--- src/design/mtxc_pkg.sv ---
package mtxc_pkg;

  localparam int unsigned MT_N           = 624;
  localparam int unsigned MT_M           = 397;
  localparam int unsigned IDX_W          = $clog2(MT_N);
  localparam int unsigned WRAP_WORDS_DEF = 16777216;

  localparam logic [31:0] MT_MATRIX = 32'h9908b0df;
  localparam logic [31:0] MT_UPPER  = 32'h80000000;
  localparam logic [31:0] MT_LOWER  = 32'h7fffffff;
  localparam logic [31:0] SEED_MULT = 32'h6c078965;
  localparam logic [31:0] TEMPER_B  = 32'h9d2c5680;
  localparam logic [31:0] TEMPER_C  = 32'hefc60000;

  typedef struct packed {
    logic       kind;
    logic [7:0] in_byte;
    logic       last_of_message;
  } item_t;

  typedef struct packed {
    logic [7:0] out_byte;
    logic       last_out;
  } result_t;

  typedef struct packed {
    logic             en;
    logic [IDX_W-1:0] addr;
    logic [31:0]      data;
  } ram_wr_t;

  typedef struct packed {
    logic        busy;
    logic        done;
    logic [31:0] key_seed;
    logic [31:0] s1;
    logic [31:0] s397;
  } seed_status_t;

  typedef struct packed {
    logic        avail;
    logic [31:0] word;
  } key_word_t;

  typedef struct packed {
    logic pop;
    logic restart;
  } stage_ctrl_t;

  function automatic logic [31:0] mix(input logic [31:0] u, input logic [31:0] v);
    logic [31:0] y;
    y = (u & MT_UPPER) | (v & MT_LOWER);
    return (y >> 1) ^ (v[0] ? MT_MATRIX : 32'h0);
  endfunction

  function automatic logic [31:0] temper(input logic [31:0] x);
    logic [31:0] r;
    r = x ^ (x >> 11);
    r = r ^ ((r << 7) & TEMPER_B);
    r = r ^ ((r << 15) & TEMPER_C);
    r = r ^ (r >> 18);
    return r;
  endfunction

  function automatic logic [31:0] seed_next(input logic [31:0] p, input logic [IDX_W-1:0] i);
    logic [31:0] q;
    q = p ^ (p >> 30);
    return SEED_MULT * q + 32'(i);
  endfunction

endpackage

--- src/design/mtxc_seeder.sv ---
module mtxc_seeder (
  input  logic                  clk,
  input  logic                  rst,
  input  logic                  cfg_wr_en,
  input  logic [31:0]           cfg_wr_data,
  output mtxc_pkg::seed_status_t st,
  output mtxc_pkg::ram_wr_t      sd_wr
);
  import mtxc_pkg::*;

  logic [31:0]      key_seed;
  logic             busy;
  logic             done;
  logic [IDX_W-1:0] idx;
  logic [31:0]      p;
  logic [31:0]      s1;
  logic [31:0]      s397;
  logic [31:0]      val;

  assign val = (idx == '0) ? key_seed : seed_next(p, idx);

  always_ff @(posedge clk) begin
    if (rst) begin
      key_seed <= '0;
      busy     <= 1'b1;
      done     <= 1'b0;
      idx      <= '0;
    end else if (cfg_wr_en) begin
      key_seed <= cfg_wr_data;
      busy     <= 1'b1;
      done     <= 1'b0;
      idx      <= '0;
    end else begin
      done <= busy && (idx == IDX_W'(MT_N - 1));
      if (busy) begin
        idx <= idx + 1'b1;
        if (idx == IDX_W'(MT_N - 1)) begin
          busy <= 1'b0;
        end
      end
    end
  end

  always_ff @(posedge clk) begin
    if (busy) begin
      p <= val;
      if (idx == IDX_W'(1)) begin
        s1 <= val;
      end
      if (idx == IDX_W'(MT_M)) begin
        s397 <= val;
      end
    end
  end

  assign sd_wr.en   = busy;
  assign sd_wr.addr = idx;
  assign sd_wr.data = val;

  assign st.busy     = busy;
  assign st.done     = done;
  assign st.key_seed = key_seed;
  assign st.s1       = s1;
  assign st.s397     = s397;

endmodule

--- config.mk ---
export PLATFORM = sky130hd
export DESIGN_NAME = mtxc_seeder
export DESIGN_NICKNAME = d
export VERILOG_FILES = /design/src/design/mtxc_pkg.sv /design/src/design/mtxc_seeder.sv
export SDC_FILE = /design/constraint.sdc
export NUM_CORES = 1
export LEC_CHECK = 0
export BUFFER_PORTS_ARGS = -buffer_cell sky130_fd_sc_hd__buf_2
export CAP_MARGIN = 20
export CORE_AREA = 4 4 168 170
export DETAILED_ROUTE_END_ITERATION = 16
export DIE_AREA = 0 0 172 174
export GPL_TIMING_DRIVEN = 0
export PLACE_DENSITY = 0.72
export SLEW_MARGIN = 10
export SYNTH_ARGS = -nofsm -noshare
export SYNTH_HDL_FRONTEND = slang
export SYNTH_SLANG_ARGS = --single-unit
--- constraint.sdc ---
create_clock -name clk -period 8.55 [get_ports clk]
set_input_delay 1.2825 -clock clk [delete_from_list [all_inputs] [get_ports clk]]
set_output_delay 1.2825 -clock clk [all_outputs]
set_load 0.005 [all_outputs]
==> qor.csv <==
stage;metric;value;unit
placement;post-dp-hpwl;27760;µm
synthesis;ys_ff_latch;140;
global_routing;gr-total-overflow;0;
clock_network;clockBufferDepth;2;
worst_setup_path;slowest_delay;0.54;ns
sta;slew_violations;0;
run_status;status;finished, violations left;
synthesis;ys.flop_type;edfxtp_1;
clock_network;cts_made_buffers;17;
placement;gp_congestion;0.9210;
floorplan;fp.dieArea;29930;µm²
synthesis;synth_seq_area_share;0.2840;
layout;multiInputGateArea;8668;µm²
sta;setup-violations-final;3;
sta;slew_headroom;0.1933;
worst_setup_path;critPathMaxFanout;3;
layout;drive_above_1_share;0.2190;
routing;postRouteAntennaNets;0;
worst_setup_path;worstPathRequired;7.27;ns
worst_setup_path;crit_path_end_kind;output port;
routing;routed_wl;37840;µm
run;max_cap_violations;0;
clock_network;clock_latency;0.44;ns
worst_setup_path;critPathCapture;sd_wr[30];
sta;rsz0062_at_grt;true;
clock_network;cts_htree_levels;4;
floorplan;core-area;26730;µm²
routing;wire_per_inst;20.99;µm
worst_setup_path;crit_top_cell;fa_1;
sta;worstMarginPinSlew;1.206;ns
synthesis;syn-mean-instance-area;11.07;µm²
synthesis;synth_edf_count;96;
routing;drc;0;
routing;drt-initial-drc-count;729;
floorplan;initial_utilization;0.4958;
synthesis;yosysWarnings;0;
layout;fillerInstances;2149;
sta;period_needed;8.625;ns
clock_network;clk_pin_slew;0.07;ns
sta;final.period_utilization;1.009;
clock_network;cts.sinks;140;
synthesis;synth_cells;1197;
floorplan;row_count;60;
clock_network;root_buffer;clkbuf_16;
placement;io_buffers;173;
sta;fin_worst_skew;0.01601;ns
worst_setup_path;cp.arrival;7.34;ns
global_routing;grt_max_degree;25;
sta;tns;-0.1221;ns
layout;mostFrequentLayoutCells;inv_1, ha_1, buf_2;
worst_hold_path;min_path_type;reg -> reg;
synthesis;syn-num-nets;1625;
worst_setup_path;reg2regPathDepth;29;
global_routing;track_usage;0.2587;
synthesis;synth_area;13250;µm²
global_routing;antenna_found_initial;1;
global_routing;grt_pass1_wl;58600;µm
floorplan;ios;176;
worst_setup_path;reg2reg_from;p[31];
sta;layout_setup_ws;-0.07543;ns
clock_network;cts_tree;built;
floorplan;dieWidth;172;µm
layout;final_common_cell;inv_1;
sta;hold_violations;0;
worst_setup_path;reg2reg_slack;1.47;ns
layout;nets;1876;
worst_setup_path;r2r_end;s397[31];
worst_setup_path;path_class;reg -> out;
synthesis;ys_types;47;
synthesis;async_flop_share;0;
worst_setup_path;cp_slowest_cell;fa_1;
layout;register_area;3765;µm²
routing;drtPass1Iterations;5;
routing;via_count;9706;
worst_setup_path;startpoint_type;flop;
run_status;violations;negative setup slack;
floorplan;die_h;174;µm
sta;max_freq;115.9;MHz
routing;vias_per_cell;5.383;
worst_setup_path;critPathLaunch;p[31];
clock_network;ctsHoldBuffers;0;
global_routing;grt_pass1_vias;10520;
layout;area_delta_synth_final;20.35;%
Yosys cell counts (2+ instances only):
cell type | number | area, µm²
a21o_1 | 8 | 60.06
clkbuf_1 | 16 | 60.06
nor3_1 | 4 | 20.02
o21ai_1 | 2 | 10.01
o211ai_1 | 2 | 15.01
nor2_1 | 72 | 270.3
or3_1 | 3 | 18.77
a31oi_1 | 2 | 12.51
nand4_1 | 5 | 31.28
mux2i_1 | 34 | 340.3
o21ai_0 | 26 | 130.1
o21bai_1 | 6 | 45.04
nand2b_1 | 2 | 12.51
a21o_2 | 2 | 17.52
buf_4 | 3 | 22.52
a211oi_1 | 4 | 30.03
nor2b_1 | 2 | 12.51
nor4_1 | 4 | 25.02
nand2_1 | 46 | 172.7
fa_1 | 153 | 3063
dfxtp_1 | 44 | 880.8
a21oi_1 | 41 | 205.2
inv_1 | 273 | 1025
ha_1 | 240 | 3003
xnor2_1 | 43 | 376.6
edfxtp_1 | 96 | 2883
and3_1 | 3 | 18.77
xor2_1 | 19 | 166.4
nand3_1 | 11 | 55.05
o31ai_1 | 5 | 37.54
or2_2 | 4 | 25.02
o21a_1 | 6 | 45.04
a211oi_2 | 2 | 25.02
state kept, by name, indices dropped and copies added (netlist names):
register / flops
done: 1
s1: 32
idx: 10
busy: 1
p: 32
s397: 32
key_seed: 32
worst min-delay path by stage:
stage	from	endpoint	slack, ns	cells past startpoint
after floorplan	key_seed[0]	key_seed[0]	0.51	2
after CTS	key_seed[15]	key_seed[15]	0.53	2
after detailed placement	key_seed[15]	key_seed[15]	0.51	2
after global routing	key_seed[29]	key_seed[29]	0.57	2
after global placement	key_seed[15]	key_seed[15]	0.50	2
final	key_seed[15]	key_seed[15]	0.53	2
cell type report:
type	count	area share
Multi-Input combinational cell	765	0.5435
Sequential cell	140	0.2361
Timing Repair Buffer	232	0.08512
Inverter	273	0.06449
Tap cell	341	0.02675
Clock buffer	17	0.02668
Clock inverter	15	0.01200
Buffer	19	0.005178
Antenna cell	1	0.0001569
what timing repair did:
item / 4_1_cts / 5_1_grt
pin swaps: 10 / 20
endpoints found under the setup margin: 14 / 13
gates resized for setup: 26 / 35
buffers inserted: 28 / 22
cell families after synthesis:
kind of cell	after synthesis	synth area share
compound gates	114	0.05420
fa+ha+maj	393	0.4577
xor+xnor	62	0.04098
simple gates	162	0.05382
buf+inv	292	0.08356
flops	140	0.2840
mux	34	0.02568
stage by stage:
step | utilization | hold slack (ns) | worst slack, ns | area, µm² | std cells
after floorplan | - | 0.5073 | 0.6063 | 13250 | 1197
after global placement | 0.5442 | 0.4976 | -1.228 | 14540 | 1711
after detailed placement | 0.5484 | 0.5091 | -0.8846 | 14660 | 1720
after CTS | 0.5849 | 0.5284 | -0.04193 | 15630 | 1780
after global routing | 0.5966 | 0.5652 | -0.2743 | 15950 | 1802
final | 0.5967 | 0.5342 | -0.07543 | 15950 | 1803
metal layers:
layer  GRT usage  vias up  share of wire
li1            -     4403              -
met1      0.3349     4786           0.40
met2      0.4277      410           0.48
met3     0.05163      105          0.075
met4     0.09957        2          0.044
met5           0        -        0.00040
critical path: cells and delay by family (launching register included):
family	cells	cell delay (ns)
fa+ha+maj	9	3.35
simple gates	6	1.49
compound gates	4	0.59
buf+inv	7	0.57
flops	1	0.51
xor+xnor	2	0.39
Power is not shown: default switching activity piles up to over one toggle a cycle in this logic, so the estimate is an artifact.
