<file path="src/design/mtxc_pkg.sv">
package mtxc_pkg;

  localparam int unsigned MT_N           = 624;
  localparam int unsigned MT_M           = 397;
  localparam int unsigned IDX_W          = $clog2(MT_N);
  localparam int unsigned WRAP_WORDS_DEF = 16777216;

  localparam logic [31:0] MT_MATRIX = 32'h9908b0df;
  localparam logic [31:0] MT_UPPER  = 32'h80000000;
  localparam logic [31:0] MT_LOWER  = 32'h7fffffff;
  localparam logic [31:0] SEED_MULT = 32'h6c078965;
  localparam logic [31:0] TEMPER_B  = 32'h9d2c5680;
  localparam logic [31:0] TEMPER_C  = 32'hefc60000;

  typedef struct packed {
    logic       kind;
    logic [7:0] in_byte;
    logic       last_of_message;
  } item_t;

  typedef struct packed {
    logic [7:0] out_byte;
    logic       last_out;
  } result_t;

  typedef struct packed {
    logic             en;
    logic [IDX_W-1:0] addr;
    logic [31:0]      data;
  } ram_wr_t;

  typedef struct packed {
    logic        busy;
    logic        done;
    logic [31:0] key_seed;
    logic [31:0] s1;
    logic [31:0] s397;
  } seed_status_t;

  typedef struct packed {
    logic        avail;
    logic [31:0] word;
  } key_word_t;

  typedef struct packed {
    logic pop;
    logic restart;
  } stage_ctrl_t;

  function automatic logic [31:0] mix(input logic [31:0] u, input logic [31:0] v);
    logic [31:0] y;
    y = (u & MT_UPPER) | (v & MT_LOWER);
    return (y >> 1) ^ (v[0] ? MT_MATRIX : 32'h0);
  endfunction

  function automatic logic [31:0] temper(input logic [31:0] x);
    logic [31:0] r;
    r = x ^ (x >> 11);
    r = r ^ ((r << 7) & TEMPER_B);
    r = r ^ ((r << 15) & TEMPER_C);
    r = r ^ (r >> 18);
    return r;
  endfunction

  function automatic logic [31:0] seed_next(input logic [31:0] p, input logic [IDX_W-1:0] i);
    logic [31:0] q;
    q = p ^ (p >> 30);
    return SEED_MULT * q + 32'(i);
  endfunction

endpackage

</file>
<file path="src/design/mtxc_gen.sv">
module mtxc_gen #(
  parameter int unsigned WRAP_WORDS = mtxc_pkg::WRAP_WORDS_DEF
) (
  input  logic                         clk,
  input  logic                         rst,
  input  mtxc_pkg::seed_status_t       seed,
  input  mtxc_pkg::stage_ctrl_t        ctrl,
  output mtxc_pkg::key_word_t          kw,
  output mtxc_pkg::ram_wr_t            wk_wr,
  output logic [mtxc_pkg::IDX_W-1:0]   rd_addr1,
  output logic [mtxc_pkg::IDX_W-1:0]   rd_addr2,
  input  logic [31:0]                  wk_rd1,
  input  logic [31:0]                  wk_rd2,
  input  logic [31:0]                  sd_rd1,
  input  logic [31:0]                  sd_rd2
);
  import mtxc_pkg::*;

  localparam int unsigned WCW = $clog2(WRAP_WORDS);

  logic             run;
  logic             fresh;
  logic             first_pass;
  logic [IDX_W-1:0] j;
  logic [WCW-1:0]   wc;
  logic             c_valid;
  logic             c_fresh;
  logic             c_use1;
  logic             c_use2;
  logic [IDX_W-1:0] c_j;
  logic [31:0]      xhold;
  logic [31:0]      e0;
  logic [31:0]      e1;
  logic [1:0]       count;

  logic             restart;
  logic             issue;
  logic [IDX_W:0]   far_sum;
  logic [31:0]      x624;
  logic [31:0]      w0;
  logic [31:0]      v1;
  logic [31:0]      v2;
  logic [31:0]      xj;
  logic [31:0]      nx;
  logic [31:0]      nx_t;
  logic             push;

  assign restart = ctrl.restart || seed.done;
  assign issue   = run && ((count + 2'(c_valid)) < 2'd2);

  assign rd_addr1 = (j == IDX_W'(MT_N - 1)) ? '0 : j + 1'b1;
  assign far_sum  = {1'b0, j} + (IDX_W + 1)'(MT_M);
  assign rd_addr2 = (far_sum >= (IDX_W + 1)'(MT_N)) ?
                    IDX_W'(far_sum - (IDX_W + 1)'(MT_N)) : IDX_W'(far_sum);

  assign x624 = seed.s397 ^ mix(seed.key_seed, seed.s1);
  assign w0   = temper(x624);

  assign v1   = c_use1 ? wk_rd1 : sd_rd1;
  assign v2   = c_use2 ? wk_rd2 : sd_rd2;
  assign xj   = c_fresh ? ((c_j == '0) ? seed.key_seed : seed.s1) : xhold;
  assign nx   = v2 ^ mix(xj, v1);
  assign nx_t = temper(nx);
  assign push = c_valid && !restart;

  always_comb begin
    if (restart) begin
      wk_wr.en   = 1'b1;
      wk_wr.addr = '0;
      wk_wr.data = x624;
    end else begin
      wk_wr.en   = c_valid;
      wk_wr.addr = c_j;
      wk_wr.data = nx;
    end
  end

  // issue side
  always_ff @(posedge clk) begin
    if (rst || seed.busy) begin
      run     <= 1'b0;
      c_valid <= 1'b0;
    end else if (restart) begin
      run        <= 1'b1;
      fresh      <= 1'b1;
      first_pass <= 1'b1;
      j          <= IDX_W'(1);
      wc         <= WCW'(1);
      c_valid    <= 1'b0;
    end else begin
      c_valid <= issue;
      if (issue) begin
        c_fresh <= fresh;
        c_j     <= j;
        c_use1  <= !first_pass || (rd_addr1 < j);
        c_use2  <= !first_pass || (rd_addr2 < j);
        if (wc == WCW'(WRAP_WORDS - 1)) begin
          wc         <= '0;
          j          <= '0;
          first_pass <= 1'b1;
          fresh      <= 1'b1;
        end else begin
          wc    <= wc + 1'b1;
          fresh <= 1'b0;
          if (j == IDX_W'(MT_N - 1)) begin
            j          <= '0;
            first_pass <= 1'b0;
          end else begin
            j <= j + 1'b1;
          end
        end
      end
    end
  end

  always_ff @(posedge clk) begin
    if (c_valid) begin
      xhold <= v1;
    end
  end

  // two-entry word queue
  always_ff @(posedge clk) begin
    if (rst || seed.busy) begin
      count <= '0;
    end else if (restart) begin
      count <= 2'd1;
    end else begin
      case ({ctrl.pop, push})
        2'b11:   count <= count;
        2'b10:   count <= count - 1'b1;
        2'b01:   count <= count + 1'b1;
        default: count <= count;
      endcase
    end
  end

  always_ff @(posedge clk) begin
    if (restart) begin
      e0 <= w0;
    end else begin
      case ({ctrl.pop, push})
        2'b11: begin
          if (count == 2'd1) begin
            e0 <= nx_t;
          end else begin
            e0 <= e1;
            e1 <= nx_t;
          end
        end
        2'b10: begin
          e0 <= e1;
        end
        2'b01: begin
          if (count == 2'd0) begin
            e0 <= nx_t;
          end else begin
            e1 <= nx_t;
          end
        end
        default: begin
          e0 <= e0;
        end
      endcase
    end
  end

  assign kw.avail = (count != 2'd0);
  assign kw.word  = e0;

endmodule

</file>
<file path="config.mk">
export PLATFORM = sky130hd
export DESIGN_NAME = mtxc_gen
export DESIGN_NICKNAME = d
export VERILOG_FILES = /design/src/design/mtxc_pkg.sv /design/src/design/mtxc_gen.sv
export SDC_FILE = /design/constraint.sdc
export NUM_CORES = 1
export LEC_CHECK = 0
export BUFFER_PORTS_ARGS = -buffer_cell sky130_fd_sc_hd__buf_2
export CAP_MARGIN = 40
export CELL_PAD_IN_SITES_DETAIL_PLACEMENT = 1
export CELL_PAD_IN_SITES_GLOBAL_PLACEMENT = 1
export CORE_MARGIN = 3
export CORE_UTILIZATION = 39
export CTS_CLUSTER_DIAMETER = 100
export DETAILED_ROUTE_END_ITERATION = 10
export PLACE_DENSITY = 0.81
export SETUP_SLACK_MARGIN = 0.1
export SLEW_MARGIN = 20
export SYNTH_ARGS = -nofsm -noshare
export SYNTH_HDL_FRONTEND = slang
export SYNTH_SLANG_ARGS = --single-unit
</file>
<file path="constraint.sdc">
create_clock -name clk -period 7.24 [get_ports clk]
set_input_delay 0.724 -clock clk [delete_from_list [all_inputs] [get_ports clk]]
set_output_delay 0.724 -clock clk [all_outputs]
set_load 0.05 [all_outputs]
</file>
==> out/metrics.yaml, run 1 <==
power_and_ir_drop:
  intPower_mw: 1.90
  switchingPower_mw: 1.30
  p_seq_share_pct: 29.1
  powerDensity_nw_per_um2: 271
  comb_power_share_pct: 43.5
  power.leakage_nw: 4.91
  power.total_mw: 3.20
  ir_drop_mv: 0.161
  swShare_pct: 40.7
  clkPwrFrac_pct: 27.4
grt:
  grt_overflow: 0
  grt_usage_pct: 25.1
  grt_pass1_vias: 8698
  antenna_found_initial: 0
  grt_max_degree: 75
  grt_pass1_wl_mm: 50.9
synthesis:
  syn-cell-area_um2: 9470
  netlist_instances: 911
  synth_area_leaders: "edfxtp_1, xnor2_1, mux2i_1"
  synth_top_area_share_pct: 36.2
  synth_top_area_cell: "edfxtp_1"
  avgSynthCellArea_um2: 10.4
  ys_seq_elements: 118
  synth_warnings: 0
  ys.flop_type: "edfxtp_1"
  synth-seq-area-share_pct: 37.0
  synth_edf_count: 114
  ys_types: 54
  syn_nets: 1160
  async_flop_share_pct: 0
clocking:
  cts_tree: "built"
  cts-hold-fix-buffers: 0
  root_buffer: "clkbuf_16"
  cts.sinks: 118
  clockBufferDepth: 2
  post-cts-setup-buffer-count: 0
  clock_latency_ns: 0.42
  numCtsBuffers: 17
  htreeDepth: 4
  clk_pin_slew_ns: 0.06
  cts_resized: 0
layout:
  fin_cells: 1513
  drive_gt1_share_pct: 29.7
  nFillCells: 2753
  final_area_um2: 11800
  fin_nets: 1432
  final_common_cell: "buf_2"
  most-common-layout-cells: "buf_2, xnor2_1, edfxtp_1, mux2i_1, xor2_1"
  antennaDiodeCount: 0
  syn2layout_area_growth_pct: 24.8
route:
  drt-vias-per-instance: 5.50
  drt-wirelength-per-cell_um: 22.0
  drtIter0Drc: 572
  ant_nets: 0
  drt-total-wl_mm: 33.4
  first_pass_iters: 5
  vias: 8318
  drc: 0
min_path:
  worstHoldStart: "fresh$_SDFFCE_PN1P_"
  min_path_cells: 0
  hold_end: "c_fresh$_DFFE_PP_"
  hold_path_class: "register to register"
floorplanning:
  fp.dieH_um: 162
  initial_core_util_pct: 40.0
  rows: 56
  io_pins: 326
  dieArea_um2: 26200
  core_region_area_um2: 23700
  die_w_um: 162
setup_path:
  cp-end-kind: "primary output"
  r2r_end: "c_use2$_DFFE_PP_"
  rr_startpoint: "j[0]$_SDFFCE_PN1P_"
  arrival_ns: 3.84
  path_max_fanout: 9
  path_class: "register to primary output"
  reg2reg_slack_ns: 3.01
  start_kind: "register"
  critPathRequiredTime_ns: 6.52
  r2r_cells: 15
placement:
  dp.cells: 1483
  io_buffer_count: 294
  post_dp_cell_area_um2: 11200
  dp.final_hpwl_mm: 25.4
  routabilityCongestion: 0.867
job:
  maxCapViolCount: 0
timing:
  rsz0062_at_grt: "false"
  skew_ns: 0.00867
  drv_slew: 0
  relSlewSlack_pct: 43.6
  worstMarginPinSlew_ns: 0.840
  finalSetupTns_ns: 0
  hold_viol_final: 0
  min_period_ns: 4.56
  min_period_over_period_pct: 63.0
  finalSetupViolations: 0
  clock.fmax_ghz: 0.219
outcome:
  status: "finished clean"
==> per-layer routing <==
layer	up-vias	global-route usage, %	routed length (um)	share of wire [%]
met4	0	4.96	510	1.5
li1	3812	-	-	-
met3	35	4.87	2170	6.5
met1	4156	32.4	13600	41
met2	315	43.9	17100	51
met5	-	0	0	0
==> power by group through the flow <==
stage / sequential, mW / clock [mW] / combinational (mW)
floorplan: 1.18 / 0 / 0.756
global placement: 0.939 / 0 / 1.34
detailed placement: 0.945 / 0 / 1.37
CTS: 0.933 / 0.883 / 1.39
global route: 0.939 / 0.908 / 1.47
finish: 0.933 / 0.876 / 1.39
==> worst max-delay path: stages (launching register included) <==
cell and delay [ns]:
edfxtp_1 0.54, ha_1 0.34, nor3_1 0.46, xnor2_1 0.27, ha_1 0.29, nand2_1 0.11, o41ai_1 0.33, a21boi_0 0.27
a31oi_1 0.24, xor2_1 0.25, buf_2 0.31
==> cells in the mapped netlist (4+ instances only) <==
| cell type | count |
|---|---|
| xnor2_2 | 5 |
| mux2_2 | 4 |
| a31oi_1 | 4 |
| xnor3_1 | 6 |
| xnor2_1 | 156 |
| edfxtp_1 | 114 |
| inv_1 | 20 |
| nor2_1 | 65 |
| or3_1 | 4 |
| a21o_1 | 8 |
| clkbuf_1 | 41 |
| xor2_1 | 86 |
| nor4_1 | 6 |
| dfxtp_1 | 4 |
| nor2b_1 | 8 |
| a221oi_1 | 45 |
| buf_1 | 6 |
| nand4_1 | 5 |
| o21ai_0 | 26 |
| buf_6 | 5 |
| o21a_1 | 4 |
| ha_1 | 19 |
| and2_1 | 15 |
| and3_1 | 10 |
| nand2_1 | 35 |
| a21oi_1 | 39 |
| mux2i_1 | 100 |
| a211oi_1 | 10 |
| nor3_1 | 14 |
| nand3_1 | 13 |
==> flip-flops by register name (all words and copies together), names as in the netlist <==
| register | flops |
|---|---|
| c_fresh | 1 |
| c_j | 10 |
| c_use1 | 1 |
| c_use2 | 1 |
| c_valid | 1 |
| count | 2 |
| e0 | 32 |
| e1 | 32 |
| first_pass | 1 |
| fresh | 1 |
| j | 10 |
| run | 1 |
| wc | 24 |
| xhold | 1 |
==> per-stage QoR <==
stage | worst slack (ns) | hold slack, ns | utilization [%]
3_3_place_gp | 3.12 | 0.402 | 47.3
3_5_place_dp | 3.04 | 0.421 | 47.4
2_1_floorplan | 1.94 | 0.400 | -
4_1_cts | 2.69 | 0.444 | 49.9
5_1_grt | 2.34 | 0.462 | 49.9
6_report | 2.68 | 0.447 | 49.9
==> cell type report <==
cell class	instances	area, um^2	share of cell area (%)
Tap cell	319	399	3.38
Clock inverter	11	159	1.34
Timing Repair Buffer	310	1600	13.5
Multi-Input combinational cell	715	5640	47.8
Sequential cell	118	3500	29.6
Clock buffer	19	433	3.66
Inverter	21	78.8	0.667
==> logic make-up after synthesis <==
kind of cell    after synthesis  share of synthesized area (%)
compound gates              156                           11.4
xor+xnor                    254                           24.8
flops                       118                           37.0
simple gates                181                           9.02
fa+ha+maj                    19                           2.51
buf+inv                      78                           3.92
mux                         105                           11.3
==> how the worst max path moves through the flow <==
stage	from	end	slack, ns	cells past startpoint
floorplan	seed[96]	e1[0]$_DFFE_PP_	1.94	10
global placement	c_use1$_DFFE_PP_	e0[9]$_DFFE_PP_	3.12	8
detailed placement	j[0]$_SDFFCE_PN1P_	c_use2$_DFFE_PP_	3.04	15
CTS	j[0]$_SDFFCE_PN1P_	rd_addr2[7]	2.69	10
global route	j[0]$_SDFFCE_PN1P_	rd_addr2[7]	2.34	10
finish	j[0]$_SDFFCE_PN1P_	rd_addr2[7]	2.68	10
(Power assumes the default switching activity.)
==> inputs of run 2 (changes only) <==
--- a/config.mk
+++ b/config.mk
@@ -5,15 +5,16 @@
 export SDC_FILE = /design/constraint.sdc
 export NUM_CORES = 1
 export LEC_CHECK = 0
+export ABC_AREA = 1
 export BUFFER_PORTS_ARGS = -buffer_cell sky130_fd_sc_hd__buf_2
 export CAP_MARGIN = 40
 export CELL_PAD_IN_SITES_DETAIL_PLACEMENT = 1
 export CELL_PAD_IN_SITES_GLOBAL_PLACEMENT = 1
 export CORE_MARGIN = 3
-export CORE_UTILIZATION = 39
+export CORE_UTILIZATION = 34
 export CTS_CLUSTER_DIAMETER = 100
 export DETAILED_ROUTE_END_ITERATION = 10
-export PLACE_DENSITY = 0.81
+export PLACE_DENSITY = 0.77
 export SETUP_SLACK_MARGIN = 0.1
 export SLEW_MARGIN = 20
 export SYNTH_ARGS = -nofsm -noshare
==> constraint.sdc (replaced) <==
create_clock -name clk -period 3.81 [get_ports clk]
set_input_delay 0.381 -clock clk [delete_from_list [all_inputs] [get_ports clk]]
set_output_delay 0.381 -clock clk [all_outputs]
set_load 0.05 [all_outputs]
==> run 2 against run 1 <==
Compared with the run above:
- clock power grew 100%
- synthesized cell count grew 68%
- core utilization shrank 7.1 points
- synthesized area grew 16%
- routed wire length grew 26%
- first-iteration DRC count grew 5.6%
- largest cell class unchanged
- highest routed layer is now met5
==> out/metrics.yaml, run 2 <==
min_path:
  hold_end: "count[0]$_SDFFE_PP0P_"
  worstHoldStart: "rst"
  hold_path_class: "input port to register"
  min_path_cells: 4
grt:
  grt_pass1_vias: 11489
  grt_usage_pct: 24.0
  antenna_found_initial: 2
  grt_pass1_wl_mm: 63.5
  grt_max_degree: 63
  grt_overflow: 0
synthesis:
  synth_compound_area_share_pct: 11.9
  async_flop_share_pct: 0
  synth-seq-area-share_pct: 31.8
  yosysMostFrequentCell: "nand2_1"
  synth-simple-area-share_pct: 27.6
  netlist_instances: 1527
  synth_top_area_share_pct: 31.0
  yosys-mux-area-fraction_pct: 0.692
  ys_types: 58
  synth_xor_area_share_pct: 14.8
  synth_top_area_cell: "edfxtp_1"
  ys_top_cells_by_count: "nand2_1, inv_1, edfxtp_1, nor2_1, nand3_1"
  synth_top_family_by_area: "simple AND/OR/NAND/NOR gates"
  yosys.area_share.adder_pct: 2.16
  synth_area_leaders: "edfxtp_1, nand2_1, inv_1"
  syn_nets: 1776
  synth_warnings: 0
  synth_edf_count: 114
  avgSynthCellArea_um2: 7.22
  ys.flop_type: "edfxtp_1"
  syn-cell-area_um2: 11000
  ys_seq_elements: 118
power_and_ir_drop:
  swShare_pct: 43.0
  comb_power_share_pct: 42.6
  intPower_mw: 3.44
  power.leakage_nw: 6.61
  switchingPower_mw: 2.59
  powerDensity_nw_per_um2: 443
  clkPwrFrac_pct: 29.4
  ir_drop_mv: 0.301
  p_seq_share_pct: 28.1
timing:
  drv_slew: 0
  rsz0062_at_grt: "false"
  clock.fmax_ghz: 0.287
  finalSetupViolations: 0
  hold_viol_final: 0
  finalSetupTns_ns: 0
  skew_ns: 0.0152
  worstMarginPinSlew_ns: 0.880
  min_period_ns: 3.49
  relSlewSlack_pct: 41.3
  holdWs_ns: 0.264
  min_period_over_period_pct: 91.6
clocking:
  root_buffer: "clkbuf_16"
  clock_latency_ns: 0.43
  cts-hold-fix-buffers: 0
  cts_tree: "built"
  htreeDepth: 4
  clockBufferDepth: 2
  clk_pin_slew_ns: 0.06
  cts.sinks: 118
  numCtsBuffers: 17
route:
  vias: 11292
  drt-vias-per-instance: 5.00
  drt-total-wl_mm: 42.0
  drt-wirelength-per-cell_um: 18.6
  drc: 0
  first_pass_iters: 5
  ant_nets: 0
  drtIter0Drc: 604
floorplanning:
  die_w_um: 186
  core_region_area_um2: 31800
  dieArea_um2: 34600
  initial_core_util_pct: 34.7
  fp.dieH_um: 186
  io_pins: 326
  rows: 65
setup_path:
  r2r_end: "c_use1$_DFFE_PP_"
  worstSetupPathDepth: 15
  start_kind: "register"
  path_class: "register to primary output"
  path_max_fanout: 8
  critical_path_buf_inv_count: 5
  rr_startpoint: "j[0]$_SDFFCE_PN1P_"
  max_stage_delay_ns: 0.47
  critPathRequiredTime_ns: 3.43
  arrival_ns: 3.11
  reg2reg_slack_ns: 0.39
  cp-end-kind: "primary output"
  critPathTopFamily: "buffers and inverters"
  r2r_cells: 14
  cpMostUsedCell: "inv_1"
  cp_cell_sequence: "nor2_1 -> nand2_1 -> nand2_1 -> xor2_1 -> inv_1 -> ha_1 -> inv_1 -> nor2_1 -> inv_1 -> nor4_2 -> o21bai_1 -> nand2_2 -> buf_4 -> o21ai_1 -> buf_2"
  cpMaxStageDelayCell: "edfxtp_1"
layout:
  reg_top3: "e0: 32 flops, e1: 32 flops, wc: 24 flops"
  syn2layout_area_growth_pct: 23.5
  final_common_cell: "nand2_1"
  drive_gt1_share_pct: 25.2
  fin_nets: 2060
  most-common-layout-cells: "nand2_1, buf_2, inv_1, edfxtp_1, nor2_1"
  fin_cells: 2259
placement:
  dp.final_hpwl_mm: 32.9
  dp.cells: 2222
  routabilityCongestion: 0.895
  io_buffer_count: 294
outcome:
  status: "finished clean"
job:
  maxCapViolCount: 0
run 2: cell types whose count changed after synthesis, sizes merged, moves of 15 or more:
cell,before,now
a21oi,39,63
a221oi,46,1
and2,15,0
buf,16,31
inv,20,222
mux2i,101,5
nand2,35,443
nand3,13,87
nor2,65,107
o21ai,26,128
xnor2,161,84
run 2: metal layers:
layer,global-route usage (%),vias to the layer above,wire length (um)
met5,0,-,8
met4,5.99,2,854
met3,4.38,50,2290
met2,41.5,319,20500
met1,31.1,5442,18300
li1,-,5479,-
run 2: layout make-up:
type                    instances  area (um^2)
repair buffers                323         1720
multi-input cells            1127         6380
fillers                      4097        18200
flip-flops and latches        118         3500
diodes                          1         2.50
inverters                     224          841
clock inverters                14          200
well taps                     435          544
clock buffers                  17          425
run 2: cell families after synthesis:
family                     Yosys count
AOI/OAI and AO/OA                  231
xor gates and xnor gates           168
adders and majority gates           19
buffers and inverters              282
DFF                                118
muxes                                7
and+or+nand+nor                    702
run 2: worst min-delay path, cell delays in order:
cell and delay [ns]:
buf_2 0.07, nor2_1 0.06, o21ai_0 0.08, inv_1 0.04
run 2: power groups by stage:
stage / registers (mW) / clock network (mW) / logic, mW
2_1_floorplan: 2.19 / 0 / 1.32
3_3_place_gp: 1.72 / 0 / 2.50
3_5_place_dp: 1.72 / 0 / 2.55
4_1_cts: 1.70 / 1.79 / 2.56
5_1_grt: 1.71 / 1.85 / 2.77
6_report: 1.69 / 1.77 / 2.57
run 2: worst max path at each step:
stage,from,end,slack (ns)
finish,j[3]$_SDFFCE_PP0P_,rd_addr2[5],0.32
global route,j[0]$_SDFFCE_PN1P_,c_use2$_DFFE_PP_,0.11
CTS,j[0]$_SDFFCE_PN1P_,rd_addr2[9],0.17
detailed placement,j[0]$_SDFFCE_PN1P_,c_use2$_DFFE_PP_,0.25
global placement,j[0]$_SDFFCE_PN1P_,c_use2$_DFFE_PP_,0.39
floorplan,j[0]$_SDFFCE_PN1P_,c_use2$_DFFE_PP_,0.14
run 2: what timing repair did:
action | 4_1_cts | 5_1_grt
setup buffers | 0 | 3
cloned | 0 | 0
gates resized for setup | 2 | 3
endpoints found under the setup margin | 1 | 7
endpoints found under the hold margin | 0 | 0
run 2: stage by stage:
step / total power [mW] / instance area [um^2] / util (%) / setup slack [ns]
5_1_grt: 6.33 / 13600 / 42.8 / 0.114
3_3_place_gp: 4.22 / 12900 / 40.6 / 0.391
4_1_cts: 6.05 / 13600 / 42.6 / 0.167
2_1_floorplan: 3.52 / 11000 / - / 0.136
6_report: 6.03 / 13600 / 42.8 / 0.320
3_5_place_dp: 4.27 / 12900 / 40.6 / 0.246
==> inputs of run 3 (changes only) <==
--- a/config.mk
+++ b/config.mk
@@ -15,7 +15,7 @@
 export CTS_CLUSTER_DIAMETER = 100
 export DETAILED_ROUTE_END_ITERATION = 10
 export PLACE_DENSITY = 0.77
-export SETUP_SLACK_MARGIN = 0.1
+export SETUP_SLACK_MARGIN = 0.5
 export SLEW_MARGIN = 20
 export SYNTH_ARGS = -nofsm -noshare
 export SYNTH_HDL_FRONTEND = slang
==> run 3 against run 2 <==
Compared with the run above:
- highest routed layer unchanged
- final cell count up 1.3%
- sequential share of layout area shrank 0.94 points
- critical path type is now register to register
- critical path depth increased by 4
- worst setup slack improved by 0.079 ns
- cell area up 3.8%
- clock-buffer cell count did not move
==> out/metrics.yaml, run 3 (synthesis results as in run 2) <==
layout:
  fin_cells: 2288
  final_util_pct: 44.5
  syn2layout_area_growth_pct: 28.2
  final_area_um2: 14100
  final_common_cell: "nand2_1"
  drive_gt1_share_pct: 28.3
  reg_top3: "e0: 32 flops, e1: 32 flops, wc: 24 flops"
  most-common-layout-cells: "nand2_1, buf_2, inv_1, edfxtp_1, nor2_1"
  fin_nets: 2089
  antennaDiodeCount: 0
job:
  maxCapViolCount: 0
setup_path:
  cp-end-kind: "register"
  critPathRequiredTime_ns: 4.00
  path_class: "register to register"
  reg2reg_slack_ns: 0.40
  arrival_ns: 3.60
  path_max_fanout: 5
  start_kind: "register"
timing:
  worstMarginPinSlew_ns: 0.785
  hold_viol_final: 0
  clock.fmax_ghz: 0.293
  relSlewSlack_pct: 47.7
  layout_setup_ws_ns: 0.399
  min_period_over_period_pct: 89.5
  finalSetupTns_ns: 0
  min_period_ns: 3.41
  rsz0062_at_grt: "true"
  finalSetupViolations: 0
  drv_slew: 0
  skew_ns: 0.0103
clocking:
  htreeDepth: 4
  clock_latency_ns: 0.43
  numCtsBuffers: 17
  cts_tree: "built"
  clk_pin_slew_ns: 0.06
  cts-hold-fix-buffers: 0
  cts.sinks: 118
  clockBufferDepth: 2
  root_buffer: "clkbuf_16"
route:
  vias: 11559
  drtIter0Drc: 652
  first_pass_iters: 5
  drc: 0
  drt-vias-per-instance: 5.05
  ant_nets: 0
  drt-total-wl_mm: 43.3
  drt-wirelength-per-cell_um: 18.9
outcome:
  status: "finished clean"
grt:
  antenna_found_initial: 1
  met3_usage_pct: 3.85
  met2_usage_pct: 43.7
  top_usage_layer: "met2"
  grt_usage_pct: 24.5
  grt_overflow: 0
  grt_max_degree: 62
  grt_pass1_wl_mm: 65.6
  grt_pass1_vias: 11862
  use_met1_pct: 31.5
floorplanning:
  dieArea_um2: 34600
  io_pins: 326
  initial_core_util_pct: 34.7
  core_region_area_um2: 31800
  fp.dieH_um: 186
  die_w_um: 186
  rows: 65
placement:
  dp.final_hpwl_mm: 33.6
  routabilityCongestion: 0.870
  place_ws_ns: 0.256
  dp.cells: 2222
  io_buffer_count: 294
  post_dp_cell_area_um2: 13000
power_and_ir_drop:
  ir_drop_mv: 0.314
  power.leakage_nw: 6.81
  powerDensity_nw_per_um2: 429
min_path:
  hold_path_class: "input port to register"
-- run 3: changes by cell type in the layout (fill, tap and decap cells not counted), sizes merged --
| cell | previous run | this run |
|---|---|---|
| clkinv | 10 | 7 |
| diode | 1 | 0 |
| buf | 323 | 352 |
| bufinv | 4 | 3 |
| clkinvlp | 0 | 4 |
| inv | 224 | 225 |
-- run 3: routing by layer --
layer / wire length [um] / vias to the layer above
met1: 18600 / 5627
met2: 21600 / 347
met4: 870 / 2
met3: 2240 / 52
met5: 13 / -
li1: - / 5531
-- run 3: stage by stage --
stage	power, mW	hold slack [ns]
2_1_floorplan	3.53	0.400
3_3_place_gp	4.23	0.407
3_5_place_dp	4.31	0.421
4_1_cts	6.04	0.299
5_1_grt	6.36	0.319
6_report	6.06	0.296
-- run 3: layout make-up --
type                            instances  area, um^2
Clock inverter                         15         179
Sequential cell                       118        3500
Clock buffer                           17         425
Timing Repair Buffer                  352        2020
Inverter                              224         847
Multi-Input combinational cell       1127        6620
Fill cell                            4052       17700
Tap cell                              435         544
-- run 3: final timing paths --
| check | cells past startpoint | to | from |
|---|---|---|---|
| worst max-delay path | 19 | c_use2$_DFFE_PP_ | j[2]$_SDFFCE_PP0P_ |
| worst min-delay path | 4 | count[1]$_SDFFE_PP0N_ | rst |
| worst max register to register | 19 | c_use2$_DFFE_PP_ | j[2]$_SDFFCE_PP0P_ |
| worst min register to register | 0 | c_fresh$_DFFE_PP_ | fresh$_SDFFCE_PN1P_ |
-- run 3: timing repair --
action	CTS	global route
gates cloned	0	0
buffers inserted	20	14
resized for setup	28	34
setup endpoints to repair	9	24
pin swaps	8	16
-- run 3: power breakdown --
part	switching [mW]	leakage, nW	internal [mW]
Sequential	0.0641	1.12	1.64
Clock	0.659	0.288	1.03
Combinational	1.90	5.40	0.759
Total	2.63	6.81	3.43
-- run 3: critical path, cell delays in order, from the launching register on --
cell and delay, ns:
edfxtp_1 0.49, nor2_4 0.20, nand2_4 0.09, nand2_4 0.09, xor2_2 0.18, inv_2 0.08
buf_4 0.13, nand3_1 0.13, nand3_2 0.16, o21bai_4 0.22, nand2_4 0.11, buf_12 0.17
xor2_4 0.19, ha_4 0.28, a21o_1 0.13, a21oi_2 0.07, o21ai_1 0.14, a21oi_1 0.08
o21bai_1 0.14, nand2_1 0.06
